## config.mk

```make
export PLATFORM = sky130hd
export DESIGN_NAME = cursor_pan_and_position
export DESIGN_NICKNAME = d
export VERILOG_FILES = /design/src/design/cpp_pkg.sv /design/src/design/cursor_pan_and_position.sv /design/src/design/cpp_calc.sv
export VERILOG_INCLUDE_DIRS = /design/src /design/src/design
export SDC_FILE = /design/constraint.sdc
export NUM_CORES = 1
export LEC_CHECK = 0
export BUFFER_PORTS_ARGS = -buffer_cell sky130_fd_sc_hd__buf_2
export CAP_MARGIN = 10
export CORE_MARGIN = 5
export CORE_UTILIZATION = 56
export CTS_BUF_LIST = sky130_fd_sc_hd__clkbuf_2 sky130_fd_sc_hd__clkbuf_4 sky130_fd_sc_hd__clkbuf_8
export DETAILED_ROUTE_END_ITERATION = 12
export GPL_TIMING_DRIVEN = 0
export PLACE_DENSITY = 0.79
export SYNTH_ARGS = -nofsm -noshare
export SYNTH_HDL_FRONTEND = slang
export SYNTH_HIERARCHICAL = 1
export SYNTH_SLANG_ARGS = --single-unit
```

## constraint.sdc

```tcl
create_clock -name clk -period 10.1 [get_ports clk]
set_clock_uncertainty 0.1 [all_clocks]
set_input_delay 0.505 -clock clk [delete_from_list [all_inputs] [get_ports clk]]
set_output_delay 0.505 -clock clk [all_outputs]
set_load 0.02 [all_outputs]
```

## src/design/cursor_pan_and_position_assert.svh

```systemverilog
// Assertion macros for the cursor pan and position block.
`ifndef CURSOR_PAN_AND_POSITION_ASSERT_SVH
`define CURSOR_PAN_AND_POSITION_ASSERT_SVH

// Same-cycle implication, disabled while in reset.
`define CPP_ASSERT_SAME(label, clk, rst_n, ante, cons) \
    label: assert property (@(posedge clk) disable iff (!rst_n) (ante) |-> (cons)) \
        else $error("cursor_pan_and_position: assertion failed");

// Next-cycle implication, disabled while in reset.
`define CPP_ASSERT_NEXT(label, clk, rst_n, ante, cons) \
    label: assert property (@(posedge clk) disable iff (!rst_n) (ante) |=> (cons)) \
        else $error("cursor_pan_and_position: assertion failed");

`endif

```

## src/design/cpp_pkg.sv

```systemverilog
// Shared types, constants and helpers for the cursor pan and position block.
`default_nettype none

package cpp_pkg;

    localparam int CURSOR_SIZE    = 16;
    localparam int CURSOR_AREA    = 64;
    localparam int PAN_ALIGN_MASK = 7;

    localparam int POS_W  = 12;
    localparam int SIZE_W = 13;
    localparam int HOT_W  = 4;
    localparam int BASE_W = 24;
    localparam int ADDR_W = 25;
    localparam int SKIP_W = 6;
    localparam int CLIP_W = 4;
    localparam int IN_W   = 16;
    localparam int IDX_W  = 3;

    localparam logic [SIZE_W-1:0] SIZE_MAX   = SIZE_W'(4096);
    localparam logic [SIZE_W-1:0] ALIGN_MASK = SIZE_W'(PAN_ALIGN_MASK);
    localparam logic [SKIP_W-1:0] SKIP_BASE  = SKIP_W'(CURSOR_AREA - CURSOR_SIZE);
    localparam logic [CLIP_W-1:0] CLIP_MAX   = CLIP_W'(CURSOR_SIZE - 1);

    typedef enum logic [IDX_W-1:0] {
        REG_DESK_WIDTH     = 3'd0,
        REG_DESK_HEIGHT    = 3'd1,
        REG_VISIBLE_WIDTH  = 3'd2,
        REG_VISIBLE_HEIGHT = 3'd3,
        REG_HOTSPOT_X      = 3'd4,
        REG_HOTSPOT_Y      = 3'd5,
        REG_CURSOR_SHOWN   = 3'd6,
        REG_IMAGE_BASE     = 3'd7
    } cfg_reg_t;

    typedef struct packed {
        logic [SIZE_W-1:0] desk_width;
        logic [SIZE_W-1:0] desk_height;
        logic [SIZE_W-1:0] visible_width;
        logic [SIZE_W-1:0] visible_height;
        logic [HOT_W-1:0]  hotspot_x;
        logic [HOT_W-1:0]  hotspot_y;
        logic              cursor_shown;
        logic [BASE_W-1:0] image_base_qwords;
    } cfg_t;

    typedef struct packed {
        logic              pan_request;
        logic [POS_W-1:0]  origin_x;
        logic [POS_W-1:0]  origin_y;
        logic [POS_W-1:0]  cursor_col;
        logic [POS_W-1:0]  cursor_row;
        logic [SKIP_W-1:0] image_skip_x;
        logic [SKIP_W-1:0] image_skip_y;
        logic [ADDR_W-1:0] image_address;
    } result_t;

    // Treat a zero size as one pixel and cap it at 4096.
    function automatic logic [SIZE_W-1:0] size_of(input logic [SIZE_W-1:0] v);
        logic [SIZE_W-1:0] s;
        s = v;
        if (v == '0)
        begin
            s = SIZE_W'(1);
        end
        else if (v > SIZE_MAX)
        begin
            s = SIZE_MAX;
        end
        return s;
    endfunction

endpackage

`default_nettype wire

```

## src/design/cursor_pan_and_position.sv

```systemverilog
// Top level of the cursor pan and position block.
// Each pointer item is clamped to the virtual desktop, the window origin is panned
// when the pointer leaves it (and kept only while the cursor is shown), and the
// cursor position, image skips and image address come out as one result item.
// An item waits in the input register and is then moved into the result register
// when that is free; the stored window origin is updated on that same edge, so a
// new item is taken every cycle unless out_ready back-pressure stalls the result
// register, and out_valid rises as the item enters it. Configuration writes are
// always ready and take effect on the next edge; write them only while no item is
// in flight.
`default_nettype none

`include "cursor_pan_and_position_assert.svh"

module cursor_pan_and_position (
    input  wire logic                            clk,
    input  wire logic                            rst_n,

    input  wire logic                            cfg_valid,
    output logic                                 cfg_ready,
    input  wire logic [cpp_pkg::IDX_W-1:0]       cfg_index,
    input  wire logic [cpp_pkg::BASE_W-1:0]      cfg_data,

    input  wire logic                            in_valid,
    output logic                                 in_ready,
    input  wire logic [cpp_pkg::IN_W-1:0]        pointer_x,
    input  wire logic [cpp_pkg::IN_W-1:0]        pointer_y,

    output logic                                 out_valid,
    input  wire logic                            out_ready,
    output logic                                 pan_request,
    output logic [cpp_pkg::POS_W-1:0]            origin_x,
    output logic [cpp_pkg::POS_W-1:0]            origin_y,
    output logic [cpp_pkg::POS_W-1:0]            cursor_col,
    output logic [cpp_pkg::POS_W-1:0]            cursor_row,
    output logic [cpp_pkg::SKIP_W-1:0]           image_skip_x,
    output logic [cpp_pkg::SKIP_W-1:0]           image_skip_y,
    output logic [cpp_pkg::ADDR_W-1:0]           image_address
);

    cpp_pkg::cfg_t              cfg_reg;
    logic [cpp_pkg::POS_W-1:0]  win_x_reg, win_y_reg;
    logic                       in_valid_reg;
    logic [cpp_pkg::IN_W-1:0]   px_reg, py_reg;
    logic                       out_valid_reg;
    cpp_pkg::result_t           res_reg, res_next;
    logic                       xfer;
    cpp_pkg::cfg_reg_t          cfg_sel;

    assign cfg_ready = 1'b1;
    assign cfg_sel   = cpp_pkg::cfg_reg_t'(cfg_index);
    assign xfer      = in_valid_reg & (~out_valid_reg | out_ready);
    assign in_ready  = ~in_valid_reg | xfer;

    always_ff @(posedge clk or negedge rst_n)
    begin
        if (!rst_n)
        begin
            cfg_reg.desk_width        <= cpp_pkg::SIZE_W'(1024);
            cfg_reg.desk_height       <= cpp_pkg::SIZE_W'(768);
            cfg_reg.visible_width     <= cpp_pkg::SIZE_W'(1024);
            cfg_reg.visible_height    <= cpp_pkg::SIZE_W'(768);
            cfg_reg.hotspot_x         <= '0;
            cfg_reg.hotspot_y         <= '0;
            cfg_reg.cursor_shown      <= 1'b0;
            cfg_reg.image_base_qwords <= '0;
        end
        else if (cfg_valid && cfg_ready)
        begin
            unique case (cfg_sel)
                cpp_pkg::REG_DESK_WIDTH:
                    cfg_reg.desk_width     <= cfg_data[cpp_pkg::SIZE_W-1:0];
                cpp_pkg::REG_DESK_HEIGHT:
                    cfg_reg.desk_height    <= cfg_data[cpp_pkg::SIZE_W-1:0];
                cpp_pkg::REG_VISIBLE_WIDTH:
                    cfg_reg.visible_width  <= cfg_data[cpp_pkg::SIZE_W-1:0];
                cpp_pkg::REG_VISIBLE_HEIGHT:
                    cfg_reg.visible_height <= cfg_data[cpp_pkg::SIZE_W-1:0];
                cpp_pkg::REG_HOTSPOT_X:
                    cfg_reg.hotspot_x      <= cfg_data[cpp_pkg::HOT_W-1:0];
                cpp_pkg::REG_HOTSPOT_Y:
                    cfg_reg.hotspot_y      <= cfg_data[cpp_pkg::HOT_W-1:0];
                cpp_pkg::REG_CURSOR_SHOWN:
                    cfg_reg.cursor_shown   <= cfg_data[0];
                cpp_pkg::REG_IMAGE_BASE:
                    cfg_reg.image_base_qwords <= cfg_data;
                default:
                    cfg_reg.cursor_shown   <= cfg_reg.cursor_shown;
            endcase
        end
    end

    cpp_calc u_calc (
        .cfg   (cfg_reg),
        .win_x (win_x_reg),
        .win_y (win_y_reg),
        .px    (px_reg),
        .py    (py_reg),
        .res   (res_next)
    );

    always_ff @(posedge clk or negedge rst_n)
    begin
        if (!rst_n)
        begin
            in_valid_reg  <= 1'b0;
            out_valid_reg <= 1'b0;
            win_x_reg     <= '0;
            win_y_reg     <= '0;
        end
        else
        begin
            if (in_ready)
            begin
                in_valid_reg <= in_valid;
            end
            if (xfer)
            begin
                out_valid_reg <= 1'b1;
                if (cfg_reg.cursor_shown)
                begin
                    win_x_reg <= res_next.origin_x;
                    win_y_reg <= res_next.origin_y;
                end
            end
            else if (out_ready)
            begin
                out_valid_reg <= 1'b0;
            end
        end
    end

    // Payload registers: hold until the next item moves in.
    always_ff @(posedge clk)
    begin
        if (in_valid && in_ready)
        begin
            px_reg <= pointer_x;
            py_reg <= pointer_y;
        end
        if (xfer)
        begin
            res_reg <= res_next;
        end
    end

    assign out_valid     = out_valid_reg;
    assign pan_request   = res_reg.pan_request;
    assign origin_x      = res_reg.origin_x;
    assign origin_y      = res_reg.origin_y;
    assign cursor_col    = res_reg.cursor_col;
    assign cursor_row    = res_reg.cursor_row;
    assign image_skip_x  = res_reg.image_skip_x;
    assign image_skip_y  = res_reg.image_skip_y;
    assign image_address = res_reg.image_address;

    `CPP_ASSERT_NEXT(a_origin_hold, clk, rst_n, !(xfer && cfg_reg.cursor_shown), $stable(win_x_reg) && $stable(win_y_reg))
    `CPP_ASSERT_NEXT(a_xfer_shows, clk, rst_n, xfer, out_valid_reg && (res_reg == $past(res_next)))
    `CPP_ASSERT_SAME(a_result_form, clk, rst_n, out_valid_reg, (res_reg.origin_x[2:0] == 3'b000) && (res_reg.image_skip_x[5:4] == 2'b11) && (res_reg.image_skip_y[5:4] == 2'b11))

endmodule

`default_nettype wire

```

## src/design/cpp_calc.sv

```systemverilog
// Clamp, pan and cursor placement logic for one pointer item.
`default_nettype none

module cpp_calc (
    input  wire cpp_pkg::cfg_t                   cfg,
    input  wire logic [cpp_pkg::POS_W-1:0]       win_x,
    input  wire logic [cpp_pkg::POS_W-1:0]       win_y,
    input  wire logic [cpp_pkg::IN_W-1:0]        px,
    input  wire logic [cpp_pkg::IN_W-1:0]        py,
    output cpp_pkg::result_t                     res
);

    localparam int W14 = cpp_pkg::SIZE_W + 1;

    logic [cpp_pkg::SIZE_W-1:0] vw, vh, sw, sh;
    logic [cpp_pkg::POS_W-1:0]  xc, yc;
    logic [cpp_pkg::POS_W-1:0]  ox, oy;
    logic                       move;
    logic [W14-1:0]             up_x;
    logic [cpp_pkg::SIZE_W-1:0] al_x;
    logic [W14-1:0]             cx, cy, mx, my;
    logic [cpp_pkg::CLIP_W-1:0] dx, dy;
    logic [cpp_pkg::POS_W-1:0]  col, row;

    always_comb
    begin
        vw = cpp_pkg::size_of(cfg.desk_width);
        vh = cpp_pkg::size_of(cfg.desk_height);
        sw = cpp_pkg::size_of(cfg.visible_width);
        sh = cpp_pkg::size_of(cfg.visible_height);

        if (px >= {3'b000, vw})
        begin
            xc = cpp_pkg::POS_W'(vw - 1'b1);
        end
        else
        begin
            xc = px[cpp_pkg::POS_W-1:0];
        end
        if (py >= {3'b000, vh})
        begin
            yc = cpp_pkg::POS_W'(vh - 1'b1);
        end
        else
        begin
            yc = py[cpp_pkg::POS_W-1:0];
        end

        move = 1'b0;
        ox   = win_x;
        oy   = win_y;
        up_x = {2'b00, xc} - {1'b0, sw} + W14'(1) + W14'(cpp_pkg::PAN_ALIGN_MASK);
        al_x = up_x[cpp_pkg::SIZE_W-1:0] & ~cpp_pkg::ALIGN_MASK;

        priority if ({2'b00, xc} >= ({1'b0, sw} + {2'b00, win_x}))
        begin
            move = 1'b1;
            if (al_x[cpp_pkg::SIZE_W-1])
            begin
                ox = {cpp_pkg::POS_W{1'b1}} & ~cpp_pkg::ALIGN_MASK[cpp_pkg::POS_W-1:0];
            end
            else
            begin
                ox = al_x[cpp_pkg::POS_W-1:0];
            end
        end
        else if (xc < win_x)
        begin
            move = 1'b1;
            ox   = xc & ~cpp_pkg::ALIGN_MASK[cpp_pkg::POS_W-1:0];
        end
        else
        begin
            ox   = win_x;
        end

        priority if ({1'b0, yc} >= (sh + {1'b0, win_y}))
        begin
            move = 1'b1;
            oy   = cpp_pkg::POS_W'({1'b0, yc} - sh + 1'b1);
        end
        else if (yc < win_y)
        begin
            move = 1'b1;
            oy   = yc;
        end
        else
        begin
            oy   = win_y;
        end

        cx = {2'b00, xc} - {2'b00, ox} - W14'(cfg.hotspot_x);
        cy = {2'b00, yc} - {2'b00, oy} - W14'(cfg.hotspot_y);
        mx = -cx;
        my = -cy;

        if (cx[W14-1])
        begin
            col = '0;
            dx  = (mx > W14'(cpp_pkg::CLIP_MAX)) ? cpp_pkg::CLIP_MAX : mx[cpp_pkg::CLIP_W-1:0];
        end
        else
        begin
            col = cx[cpp_pkg::POS_W-1:0];
            dx  = '0;
        end
        if (cy[W14-1])
        begin
            row = '0;
            dy  = (my > W14'(cpp_pkg::CLIP_MAX)) ? cpp_pkg::CLIP_MAX : my[cpp_pkg::CLIP_W-1:0];
        end
        else
        begin
            row = cy[cpp_pkg::POS_W-1:0];
            dy  = '0;
        end

        res.pan_request   = move & cfg.cursor_shown;
        res.origin_x      = ox;
        res.origin_y      = oy;
        res.cursor_col    = col;
        res.cursor_row    = row;
        res.image_skip_x  = cpp_pkg::SKIP_BASE + cpp_pkg::SKIP_W'(dx);
        res.image_skip_y  = cpp_pkg::SKIP_BASE + cpp_pkg::SKIP_W'(dy);
        res.image_address = {1'b0, cfg.image_base_qwords}
                          + cpp_pkg::ADDR_W'({dy, 1'b0});
    end

endmodule

`default_nettype wire
```

==> flow_summary.json <==
{
  "coreArea_um2": 28800,
  "fillCellCount": 1982,
  "yosysUniqueCellTypes": 98,
  "cts_root_buf": "clkbuf_8",
  "max_slew_margin_pct": 42.4,
  "grt_max_degree": 100,
  "syn_avg_cell_area_um2": 10.3,
  "start_kind": "flip-flop",
  "ys_async_sr_fraction_pct": 48.5,
  "fin_tns_setup_ps": -3830,
  "seq_area_frac_synth_pct": 38.7,
  "largest_register_ff_count": 85,
  "firstDrtPassIters": 7,
  "viasPerCell": 5.86,
  "ant_nets": 0,
  "layout.nets": 2125,
  "synth-edff-count": 118,
  "fmax_ghz": 0.0951,
  "die-area_um2": 32700,
  "grt_pass1_wl_mm": 65.2,
  "gp_congestion": 0.932,
  "die_y_um": 181,
  "cts_tree": "built",
  "fin_crit_sh_pct": 104,
  "antenna_found_initial": 1,
  "yosys-top-cells-area": "edfxtp_1 22%, dfrtp_1 16%, ha_1 13%, mux2_2 7.9%, xnor2_1 3.7%",
  "clk_latency_ps": 580,
  "min_path_type": "in -> reg",
  "synthCells": 1579,
  "port_buffers": 149,
  "drive_above_1_share_pct": 34.8,
  "vias": 13500,
  "hpwl_mm": 30.0,
  "path_clk_slew_ps": 60,
  "syn_to_final_growth_pct": 24.8,
  "crit_path_end_kind": "flip-flop",
  "placed_cell_area_um2": 17700,
  "gr-total-overflow": 0,
  "rsz0062_at_grt": "true",
  "yosysWarnings": 6,
  "synth_top_area_share_pct": 21.7,
  "critPathMostFrequentCell": "a21oi_2",
  "finalSetupViolCount": 15,
  "violations": "negative setup slack",
  "num_io_pins": 153,
  "cts_buffer_depth": 3,
  "grt_pass1_vias": 13000,
  "initial_core_util_pct": 56.8,
  "synth_area_um2": 16300,
  "routed_wirelength_mm": 43.3,
  "hold_viol": 0,
  "whs_ps": 14.5,
  "fp-row-count": 62,
  "finalInstanceArea_um2": 20400,
  "cp.arrival_ps": 10730,
  "yosysTopAreaCell": "edfxtp_1",
  "period_needed_ps": 10510,
  "cts_sinks": 229,
  "synth_ff_type": "edfxtp_1",
  "critPathKind": "reg -> reg",
  "crit_fanout": 8,
  "max_stage_delay_ps": 560,
  "timing.max_cap.violations": 0,
  "synth_seq_cells": 229,
  "slowest_stage": "fa_2",
  "status": "finished, violations left",
  "grtUsageTotal_pct": 24.2,
  "routedWlPerCell_um": 18.9,
  "finalMaxSlewViolations": 0,
  "first_iter_violations": 1016,
  "cts_made_buffers": 37,
  "htree_num_levels": 2,
  "required_ps": 10320,
  "setup_slack_ps": -410,
  "worstMarginPinSlew_ps": 857,
  "die_w_um": 181,
  "drc": 0
}
-- synthesized netlist by cell type, types with 5 or more instances --
library cell / count
o211ai_1: 9
or2_2: 7
and3_1: 21
nor2b_1: 24
nor2_1: 113
edfxtp_1: 118
a2bb2oi_1: 8
a2111oi_0: 5
fa_1: 8
nor4_1: 13
o2bb2ai_1: 9
o21ai_0: 43
a211oi_1: 9
xnor2_1: 69
a21oi_1: 90
dfrtp_1: 105
clkbuf_1: 18
xor2_1: 37
o31ai_1: 5
o21bai_1: 23
nand2b_1: 38
and2_1: 7
a41oi_1: 5
inv_1: 137
a21o_1: 36
nand3_1: 22
nand4b_1: 5
nand4_1: 9
dfstp_2: 6
buf_4: 9
a31oi_1: 9
o2111ai_1: 6
a21boi_0: 12
ha_1: 172
mux2_2: 115
o21a_1: 7
mux2i_1: 19
buf_2: 9
nor3_1: 29
nand2_1: 97
-- what timing repair did --
item | 4_1_cts | 5_1_grt
buffers inserted | 63 | 43
cloned | 1 | 0
setup endpoints to repair | 43 | 38
pin swaps | 63 | 97
resized for setup | 139 | 106
hold buffers | 1 | 2
endpoints found under the hold margin | 12 | 2
-- worst max-delay path, delay by kind of cell, from the launching register on --
family | cells | cell delay [ps]
buffers and inverters | 10 | 1180
AND/OR/NAND/NOR | 17 | 3020
flip-flops | 1 | 390
XOR/XNOR | 1 | 170
adder cells (fa/ha/maj) | 6 | 1830
AO/OA/AOI/OAI | 18 | 3550
-- final timing paths --
kind / from / endpoint / slack [ps] / cells after the start
min in group asynchronous: rst_n / cfg_reg[69] / 250 / 2
min reg2reg: cfg_reg[0] / cfg_reg[0] / 420 / 1
max: cfg_reg[71] / image_address[20] / -410 / 52
max in group asynchronous: rst_n / cfg_reg[80] / 8880 / 3
max reg2reg: cfg_reg[71] / image_address[20] / -410 / 52
min: pointer_y[8] / py_reg[8] / 10 / 1
-- layer usage --
layer  track usage [%]  part of all wire (%)  vias to the layer above
met1              32.5                    43                     6390
met5                 0                     0                        -
met4              7.56                   3.2                        0
met3              4.40                   7.7                      112
li1                  -                     -                     6344
met2              39.9                    46                      606
-- cells in the final DEF (no fill, tap or decap), types with 36 or more instances in the layout --
| cell | netlist | final |
|---|---|---|
| clkbuf_8 | 0 | 43 |
| a21oi_1 | 90 | 67 |
| buf_4 | 9 | 112 |
| nor2_1 | 113 | 102 |
| buf_2 | 9 | 156 |
| nand2_1 | 97 | 89 |
| nand2b_1 | 38 | 37 |
| a21o_1 | 36 | 36 |
| dfrtp_1 | 105 | 98 |
| ha_1 | 172 | 158 |
| mux2_2 | 115 | 115 |
| xnor2_1 | 69 | 65 |
| edfxtp_1 | 118 | 118 |
| inv_1 | 137 | 134 |
-- stage by stage --
step	std cells	utilization (%)	worst slack (ps)
after floorplan	1582	-	12.9
after global placement	2115	61.3	-1600
after detailed placement	2117	61.5	-1850
after CTS	2249	68.1	-63.8
after global routing	2295	70.9	-814
final	2295	70.9	-410
-- area by class of cell --
class | count | area, um^2 | area share [%]
Clock inverter | 11 | 101 | 0.497
Antenna cell | 2 | 5.00 | 0.0245
Timing Repair Buffer | 261 | 1650 | 8.10
Multi-Input combinational cell | 1174 | 10300 | 50.5
Tap cell | 384 | 480 | 2.36
Clock buffer | 56 | 677 | 3.32
Inverter | 140 | 539 | 2.64
Sequential cell | 229 | 6340 | 31.1
Buffer | 38 | 293 | 1.44
-- cells by family after synthesis --
family	Yosys count	share of synthesized area, %
other	2	0.0460
AOI/OAI and AO/OA	333	14.6
and+or+nand+nor	412	12.8
muxes	135	9.18
buffers and inverters	179	4.44
xor gates and xnor gates	108	5.92
adders and majority gates	181	14.2
DFF	229	38.7
Power is left out: the tool's default activity adds up to more than one toggle a clock period on the data nets, which glitch-free logic cannot reach.
